File: src/rtl/core/gh_pkg.sv
// ----------------------------------------------------------------------------
// gh_pkg: shared constants and types for the geohash encoder
// Coordinate format, quantizer constants, code word layout and the base32
// alphabet used by the geohash encoder modules.
// ----------------------------------------------------------------------------
package gh_pkg;

    // Coordinate format and code length limits.
    localparam int FRAC_BITS  = 23;
    localparam int MAX_CHARS  = 12;
    localparam int GROUP_BITS = 5;
    localparam int LEN_W      = 4;
    localparam int LON_W      = 32;
    localparam int LAT_W      = 31;
    localparam int CHAR_W     = 7;

    // Each coordinate is quantized to the finest grid that any length needs;
    // shorter codes keep only the top bits of it.
    localparam int Q_BITS    = (GROUP_BITS * MAX_CHARS + 1) / 2;
    localparam int CODE_BITS = 2 * Q_BITS;

    // Offsets in degrees; spans are twice these (360 = 8 * 45, 180 = 4 * 45).
    localparam int LON_OFF_DEG = 180;
    localparam int LAT_OFF_DEG = 90;

    localparam logic signed [LON_W-1:0] LON_BIAS = LON_W'(LON_OFF_DEG << FRAC_BITS);
    localparam logic signed [LAT_W-1:0] LAT_BIAS = LAT_W'(LAT_OFF_DEG << FRAC_BITS);

    // Division by 45 through a reciprocal: floor(y / 45) = (y * DIV_MAGIC) >> DIV_K
    // holds exactly for every y below 45 * 2^Q_BITS.
    localparam int          DIV_K     = 42;
    localparam int          MAGIC_W   = 37;
    localparam logic [MAGIC_W-1:0] DIV_MAGIC = 37'd97734366914;

    // Operand split for the partial products.
    localparam int X_W    = 32;
    localparam int HALF_W = X_W / 2;
    localparam int PART_W = HALF_W + MAGIC_W;
    localparam int PROD_W = X_W + MAGIC_W;

    // Longitude: q = sum * 2^(Q_BITS-FRAC_BITS) / (8 * 45).
    // Latitude:  q = sum * 2^(Q_BITS-FRAC_BITS) / (4 * 45).
    localparam int LON_SHIFT = DIV_K - (Q_BITS - FRAC_BITS - 3);
    localparam int LAT_SHIFT = DIV_K - (Q_BITS - FRAC_BITS - 2);

    // Interleaved code word and its character count.
    typedef struct packed {
        logic [CODE_BITS-1:0] word;
        logic [LEN_W-1:0]     len;
    } t_code;

    // Base32 geohash alphabet as ASCII codes.
    localparam logic [CHAR_W-1:0] ALPHABET [32] = '{
        7'd48,  7'd49,  7'd50,  7'd51,  7'd52,  7'd53,  7'd54,  7'd55,
        7'd56,  7'd57,  7'd98,  7'd99,  7'd100, 7'd101, 7'd102, 7'd103,
        7'd104, 7'd106, 7'd107, 7'd109, 7'd110, 7'd112, 7'd113, 7'd114,
        7'd115, 7'd116, 7'd117, 7'd118, 7'd119, 7'd120, 7'd121, 7'd122
    };

    localparam logic [CHAR_W-1:0] CHAR_LOW  = 7'd48;
    localparam logic [CHAR_W-1:0] CHAR_HIGH = 7'd122;

endpackage

File: src/rtl/core/gh_quant.sv
// ----------------------------------------------------------------------------
// gh_quant: coordinate quantizer and bit interleaver
// Three pipeline stages: offset add with range checks, split reciprocal
// multiplication, then recombination, saturation and interleaving.
// ----------------------------------------------------------------------------
module gh_quant
    import gh_pkg::*;
(
    input  logic                    i_clk,
    input  logic                    i_rst_n,
    input  logic                    i_valid,
    output logic                    o_ready,
    input  logic signed [LON_W-1:0] i_lon,
    input  logic signed [LAT_W-1:0] i_lat,
    input  logic [LEN_W-1:0]        i_len,
    output logic                    o_valid,
    input  logic                    i_ready,
    output t_code                   o_code
);

    // Stage A: biased coordinates and range flags.
    logic             r_a_valid;
    logic [X_W-1:0]   r_a_lon_x;
    logic [X_W-1:0]   r_a_lat_x;
    logic             r_a_lon_lo, r_a_lon_hi, r_a_lat_lo, r_a_lat_hi;
    logic [LEN_W-1:0] r_a_len;

    // Stage B: partial products.
    logic              r_b_valid;
    logic [PART_W-1:0] r_b_lon_hi_p, r_b_lon_lo_p, r_b_lat_hi_p, r_b_lat_lo_p;
    logic              r_b_lon_lo, r_b_lon_hi, r_b_lat_lo, r_b_lat_hi;
    logic [LEN_W-1:0]  r_b_len;

    // Stage C: finished code word.
    logic  r_c_valid;
    t_code r_c_code;

    logic rdy_a, rdy_b, rdy_c;

    logic [LON_W:0]         lon_sum;
    logic [LAT_W:0]         lat_sum;
    logic [PROD_W-1:0]      lon_prod, lat_prod;
    logic [Q_BITS-1:0]      lon_q, lat_q;
    logic [CODE_BITS-1:0]   word;

    assign rdy_c   = !r_c_valid || i_ready;
    assign rdy_b   = !r_b_valid || rdy_c;
    assign rdy_a   = !r_a_valid || rdy_b;
    assign o_ready = rdy_a;
    assign o_valid = r_c_valid;
    assign o_code  = r_c_code;

    assign lon_sum = {i_lon[LON_W-1], i_lon} + {LON_BIAS[LON_W-1], LON_BIAS};
    assign lat_sum = {i_lat[LAT_W-1], i_lat} + {LAT_BIAS[LAT_W-1], LAT_BIAS};

    assign lon_prod = {r_b_lon_hi_p, {HALF_W{1'b0}}} + PROD_W'(r_b_lon_lo_p);
    assign lat_prod = {r_b_lat_hi_p, {HALF_W{1'b0}}} + PROD_W'(r_b_lat_lo_p);

    always_comb begin
        if (r_b_lon_lo) begin
            lon_q = '0;
        end else if (r_b_lon_hi) begin
            lon_q = '1;
        end else begin
            lon_q = lon_prod[LON_SHIFT +: Q_BITS];
        end
        if (r_b_lat_lo) begin
            lat_q = '0;
        end else if (r_b_lat_hi) begin
            lat_q = '1;
        end else begin
            lat_q = lat_prod[LAT_SHIFT +: Q_BITS];
        end
        // Longitude bit leads each pair, most significant pair first.
        for (int i = 0; i < Q_BITS; i++) begin
            word[CODE_BITS-1-2*i] = lon_q[Q_BITS-1-i];
            word[CODE_BITS-2-2*i] = lat_q[Q_BITS-1-i];
        end
    end

    always_ff @(posedge i_clk) begin
        if (!i_rst_n) begin
            r_a_valid <= 1'b0;
            r_b_valid <= 1'b0;
            r_c_valid <= 1'b0;
        end else begin
            if (rdy_a) begin
                r_a_valid <= i_valid;
            end
            if (rdy_b) begin
                r_b_valid <= r_a_valid;
            end
            if (rdy_c) begin
                r_c_valid <= r_b_valid;
            end
        end

        if (rdy_a && i_valid) begin
            r_a_lon_x  <= lon_sum[X_W-1:0];
            r_a_lat_x  <= X_W'(lat_sum[LAT_W-1:0]);
            r_a_lon_lo <= (i_lon <= -LON_BIAS);
            r_a_lon_hi <= (i_lon >= LON_BIAS);
            r_a_lat_lo <= (i_lat <= -LAT_BIAS);
            r_a_lat_hi <= (i_lat >= LAT_BIAS);
            r_a_len    <= i_len;
        end

        if (rdy_b && r_a_valid) begin
            r_b_lon_hi_p <= PART_W'(r_a_lon_x[X_W-1:HALF_W]) * PART_W'(DIV_MAGIC);
            r_b_lon_lo_p <= PART_W'(r_a_lon_x[HALF_W-1:0]) * PART_W'(DIV_MAGIC);
            r_b_lat_hi_p <= PART_W'(r_a_lat_x[X_W-1:HALF_W]) * PART_W'(DIV_MAGIC);
            r_b_lat_lo_p <= PART_W'(r_a_lat_x[HALF_W-1:0]) * PART_W'(DIV_MAGIC);
            r_b_lon_lo   <= r_a_lon_lo;
            r_b_lon_hi   <= r_a_lon_hi;
            r_b_lat_lo   <= r_a_lat_lo;
            r_b_lat_hi   <= r_a_lat_hi;
            r_b_len      <= r_a_len;
        end

        if (rdy_c && r_b_valid) begin
            r_c_code.word <= word;
            r_c_code.len  <= r_b_len;
        end
    end

endmodule

File: config.mk
export PLATFORM = sky130hd
export DESIGN_NAME = gh_quant
export DESIGN_NICKNAME = d
export VERILOG_FILES = /design/src/rtl/core/gh_pkg.sv /design/src/rtl/core/gh_quant.sv
export SDC_FILE = /design/constraint.sdc
export NUM_CORES = 2
export LEC_CHECK = 0
export BUFFER_PORTS_ARGS = -buffer_cell sky130_fd_sc_hd__buf_4
export CAP_MARGIN = 40
export CORE_MARGIN = 4
export CORE_UTILIZATION = 50
export DETAILED_ROUTE_END_ITERATION = 12
export PLACE_DENSITY = 0.67
export SLEW_MARGIN = 20
export SYNTH_ARGS = -nofsm -noshare
export SYNTH_HDL_FRONTEND = slang
export SYNTH_SLANG_ARGS = --single-unit
File: constraint.sdc
create_clock -name i_clk -period 23 [get_ports i_clk]
set_input_delay 0 -clock i_clk [delete_from_list [all_inputs] [get_ports i_clk]]
set_output_delay 0 -clock i_clk [all_outputs]
set_load 0.02 [all_outputs]
---- Yosys cells after proc, flatten, opt, wreduce, memory -nomap -nowiden ----
Index checks and enable logic that the tools add are counted.
operators by class
  $mul .................................... 4
  order comparisons ....................... 4
  muxes and demuxes ....................... 2
  $add $sub $neg .......................... 4
  reductions and logical operators ........ 9
operators with widths
  operator                                                count
  multiplier 16 x 36 -> 52 bit, second input constant     2
  adder 68 x 53 -> 68 bit                                 1
  adder 67 x 53 -> 67 bit                                 1
  two-way mux 30 bit                                      2
  multiplier 16 x 36 -> 51 bit, second input constant     1
  multiplier 15 x 36 -> 50 bit, second input constant     1
  adder 32 bit, second input constant                     1
  >= comparator 32 bit, second input constant             1
  less-or-equal comparator 32 bit, second input constant  1
  adder 31 bit, second input constant                     1
  >= comparator 31 bit, second input constant             1
  less-or-equal comparator 31 bit, second input constant  1
  logical AND 1 bit                                       3
  logical NOT 1 bit                                       3
  logical OR 1 bit                                        3
storage, ports and cells
  output and inout port bits .............. 66
  register bits ........................... 351
  word-level logic and storage cells ...... 45
  bits of input ports ..................... 71

---- Logic depth before layout (Yosys ltp) ----
  depth in word-level cells ............... 5
  mapped depth ............................ 24
  gate-level depth less buffers ........... 23

---- Worst setup path before layout ----
Ideal clock, no wire load.
  path type ............................... register -> register
  start ................................... reg r_c_valid, in the netlist o_valid
  end ..................................... reg r_b_lat_hi (enable)
  path buffers ............................ 0
  setup time .............................. 0.999 ns
  clock period less this slack ............ 14.619 ns
  stages on the path, launching flop included .. 3
  slack ................................... 8.381 ns
  required time ........................... 22.001 ns
  arrival ................................. 13.620 ns
  path through ............................ dfxtp_1 -> nor2b_1 -> a21boi_0
between the ends
  longest elaborated chain between the ends .. 4
ends and longest elaborated chain
  item                    line             source
  from (decl)             gh_quant.sv:35   logic r_c_valid;
  from (signal assigned)  gh_quant.sv:94   r_c_valid <= r_b_valid;
  logical NOT 1 bit       gh_quant.sv:46   assign rdy_c = !r_c_valid || i_ready;
  logical OR 1 bit        gh_quant.sv:46
  logical OR 1 bit        gh_quant.sv:47   assign rdy_b = !r_b_valid || rdy_c;
  logical AND 1 bit       gh_quant.sv:108  if (rdy_b && r_a_valid) begin
  to (signal assigned)    gh_quant.sv:116  r_b_lat_hi <= r_a_lat_hi;
  to (decl)               gh_quant.sv:31   logic r_b_lon_lo, r_b_lon_hi, r_b_lat_lo, r_b_lat_hi;
Every way passes these cells.
A chain may end at the register's enable or synchronous reset.

---- Final worst setup path ----
  start ................................... reg r_a_lon_x[30]
  end ..................................... reg r_b_lon_hi_p[45] (data pin)
between the ends
  longest elaborated chain between the ends .. 1
ends and longest elaborated chain
  item                          line             source
  from (decl)                   gh_quant.sv:23   logic [X_W-1:0] r_a_lon_x;
  from (signal assigned)        gh_quant.sv:99   r_a_lon_x <= lon_sum[X_W-1:0];
  multiplier 16 x 36 -> 51 bit  gh_quant.sv:109  r_b_lon_hi_p <= PART_W'(r_a_lon_x[X_W-1:HALF_W]) * PART_W'(DIV_MAGIC);
  to (signal assigned)          gh_quant.sv:109
  to (decl)                     gh_quant.sv:30   logic [PART_W-1:0] r_b_lon_hi_p, r_b_lon_lo_p, r_b_lat_hi_p, r_b_lat_lo_p;
Every way passes these cells.

==> summary.md <==
| Metric | Value |
|---|---|
| Most numerous cell on the critical path | fa_1 |
| Post-Syn Nets | 4279 |
| Crit path arrival time | 6.87 ns |
| Dpl ws | approximately 17 ns |
| CP endpoint kind | flop |
| Post-Layout Cell Count | 4445 |
| Post-synth cell types | a little over 80 |
| Residual DRC count | 0 |
| Io pins | 137 |
| GPL Wtd Cong | roughly 0.96 |
| Setup Skew | just over 0.04 ns |
| Max_cap viols | 0 |
| Critical-path cell list | ha_1 > fa_1 > inv_1 > fa_1 > inv_1 > fa_1 > inv_1 > fa_1 > fa_1 > inv_1 > ha_1 > a21oi_1 > o21bai_1 > a21oi_1 > o221a_2 > o31ai_1 > a21oi_1 > nand2b_1 > a31oi_1 > o21ai_1 > xor2_1 |
| Slew Limit Headroom | 38.2% |
| Top cell family by delay on the critical path | adder cells |
| GRT Util Overall | 23.1% |
| Unrepaired setup endpoints after global routing | false |
| Longest Clk Path Bufs | 3 |
| Antenna violations before repair | 3 |
| Worst Path Max Fanout | 9 |
| Nets@finish | approximately 4500 |
| CTS Buf Count | 39 |
| Total number of yosys warnings | 0 |
| Fin crit period | 6.56 ns |
| Setup WS post-layout | 16.44 ns |
| First DRT Iteration DRCs | 1684 |
| Postcts setup bufs | 0 |
| Drt wl/cell | ~19 µm |
| Buffers and inverters on the worst path | 4 |
| Ys flop type | edfxtp_1 |
| Placed Cells | between 4000 and 5000 |
| CP startpoint kind | flop |
| Initial core utilization | 50.5% |
| Final ANT Viol Nets | 0 |
| Row cnt | 96 |
| Clock-pin slew on the worst setup and hold paths | ~0.06 ns |
| Gr ovfl total | 0 |
| Layout cells sized above 1 | 6.78% |
| R2r startpoint | r_a_lon_x[30]$_DFFE_PP_ |
| Setup violators final | 0 |
| Max Slew Vio Count | 0 |
| Outcome | complete, no violations |
| Mapped Area | 0.0346 mm² |
| IO buf count | 136 |
| First-pass GRT wire length | around 130000 µm |
| Core area | 0.0686 mm² |
| FMAX | 0.152 GHz |
| Vias in the first global route | 24890 |
| Largest net degree at the start of global routing | 158 |
| Setup Crit Path Kind | reg2reg |
| 1st-pass router iterations | 7 |
| Via count | 23800 |
| Post-synth ARST share | 0% |
| Post-layout util | between 50% and 60% |
| Crit path launch | r_a_lon_x[30]$_DFFE_PP_ |
| Die height | 271 µm |
| Slew @ Worst Pin | between 0.9 and 1 ns |
| Post-cts resize count | 0 |
| Final Cycle Share | between 20% and 30% |
| Tightest Hold Check Type | in2reg |
| Slowest stage delay, CP | 0.56 ns |
| Area Overhead vs Synth | 11.9% |
| Detailed Place HPWL | 68600 µm |
| Routed WL | a little over 80000 µm |
| Post-synthesis sequential area ratio | 27.6% |
| Clock root buffer | clkbuf_16 |
| Number of synthesized register bits | 319 |
| Synthesized instance count | roughly 3300 |
| Post-CTS Hold Fix Bufs | between 70 and 80 |
| Die width | 271 µm |
| Die footprint | 0.0735 mm² |
| H-tree depth | 2 |
| Routed vias/inst | 5.35 |
| Post-synth EDFFs | 316 |
| Fin. Hold Viols | 0 |
| Clock Sinks | about 320 |
| HP Start | i_len[3] |
| Setup_tns | 0 ns |
| TritonCTS clock tree | done |
| Critical-path top delay cell | fa_1 |
| Skew-Pair Late Insertion Delay | roughly 0.57 ns |
| Syn_area_per_cell | 10.6 µm² |
| Required time of the worst setup path | 23.31 ns |
[worst register-to-register path, cell delays in order (launching register included)]
cell and delay, ns:
edfxtp_1 0.48, ha_1 0.37, fa_1 0.50, inv_1 0.06, fa_1 0.53, inv_1 0.11, fa_1 0.56, inv_1 0.07
fa_1 0.45, fa_1 0.52, inv_1 0.05, ha_1 0.46, a21oi_1 0.36, o21bai_1 0.10, a21oi_1 0.38, o221a_2 0.26
o31ai_1 0.12, a21oi_1 0.27, nand2b_1 0.12, a31oi_1 0.28, o21ai_1 0.13, xor2_1 0.15
[flip-flops by register name (all words and copies together) (netlist names)]
signal / count
o_code: 64
o_valid: 1
r_a_lat_hi: 1
r_a_lat_lo: 1
r_a_lat_x: 31
r_a_len: 4
r_a_lon_hi: 1
r_a_lon_lo: 1
r_a_lon_x: 32
r_a_valid: 1
r_b_lat_hi: 1
r_b_lat_hi_p: 50
r_b_lat_lo: 1
r_b_lat_lo_p: 36
r_b_len: 4
r_b_lon_hi: 1
r_b_lon_hi_p: 51
r_b_lon_lo: 1
r_b_lon_lo_p: 36
r_b_valid: 1
[final cells by class]
type	instances	area, µm²
Antenna cell	2	5.00
Clock buffer	47	1020
Clock inverter	22	230
Fill cell	5927	29800
Inverter	699	2620
Multi-Input combinational cell	2203	22300
Sequential cell	319	9550
Tap cell	931	1160
Timing Repair Buffer	222	1910
[routing by layer]
| metal | track usage [%] | part of all wire (%) | vias to the layer above | wire, µm |
|---|---|---|---|---|
| li1 | - | - | 11507 | - |
| met5 | 0 | 0 | - | 0 |
| met3 | 4.93 | 6.4 | 134 | 5290 |
| met2 | 36.2 | 44 | 605 | 36600 |
| met1 | 32.8 | 46 | 11554 | 38500 |
| met4 | 6.56 | 3.0 | 0 | 2480 |
[synth_stat cells, types with 15 or more instances]
master | n | area [µm²]
nand2b_1 | 20 | 125
nor3_1 | 33 | 165
o21ai_0 | 63 | 315
nand3_1 | 48 | 240
nor2_1 | 95 | 357
fa_1 | 349 | 6990
a21o_1 | 97 | 728
edfxtp_1 | 316 | 9490
nand2_1 | 121 | 454
nor4_1 | 15 | 93.8
nor2b_1 | 23 | 144
o21ai_1 | 29 | 145
ha_1 | 581 | 7270
nand4_1 | 41 | 257
a211oi_1 | 15 | 113
a21oi_1 | 234 | 1170
xnor2_1 | 125 | 1090
o21a_1 | 18 | 135
a31oi_1 | 32 | 200
xor2_1 | 86 | 753
and3_1 | 25 | 156
inv_1 | 697 | 2620
clkbuf_1 | 53 | 199
o21bai_1 | 19 | 143
[placed cells by master (no fill, tap or decap), types with 8 or more instances in the layout]
master / Yosys / layout
o21bai_1: 19 / 19
dlygate4sd3_1: 0 / 79
o21a_1: 18 / 18
clkbuf_16: 0 / 39
nor2_1: 95 / 95
and2_1: 14 / 14
and3_1: 25 / 25
o21ai_1: 29 / 29
nand4_1: 41 / 41
edfxtp_1: 316 / 316
a21oi_1: 234 / 234
fa_1: 349 / 349
nor4_1: 15 / 15
nand3_1: 48 / 48
nor2b_1: 23 / 22
a31oi_1: 32 / 31
or3_1: 11 / 11
o21ai_0: 63 / 63
xnor2_1: 125 / 125
xor2_1: 86 / 86
nand2_1: 121 / 121
inv_1: 697 / 697
buf_4: 3 / 139
a211oi_1: 15 / 15
ha_1: 581 / 581
a21o_1: 97 / 97
a31o_2: 8 / 8
nand2b_1: 20 / 20
clkinv_2: 0 / 10
nor3_1: 33 / 33
[logic make-up after synthesis]
logic type | share of synthesized area (%)
AO/OA/AOI/OAI | 10.8
XOR/XNOR | 5.34
adder cells (fa/ha/maj) | 41.2
buffers and inverters | 8.23
flip-flops | 27.6
multiplexers | 0.0289
AND/OR/NAND/NOR | 6.84
[path summary, 6_finish.rpt]
check | endpoint | slack, ns | cells after the start
max | r_b_lon_hi_p[45]$_DFFE_PP_ | 16.44 | 21
min reg2reg | o_code[2]$_DFFE_PP_ | 0.41 | 0
max reg2reg | r_b_lon_hi_p[45]$_DFFE_PP_ | 16.44 | 21
min | r_a_len[3]$_DFFE_PP_ | 0.16 | 2
[metrics by stage]
stage,hold WS (ns),cell area (µm²)
finish,0.155,38800
global route,0.124,38700
CTS,0.107,38700
detailed placement,0.180,36700
global placement,0.179,36700
floorplan,0.0989,34600
Power is left out: the tool's default activity adds up to more than one toggle a clock period on the data nets, which glitch-free logic cannot reach.
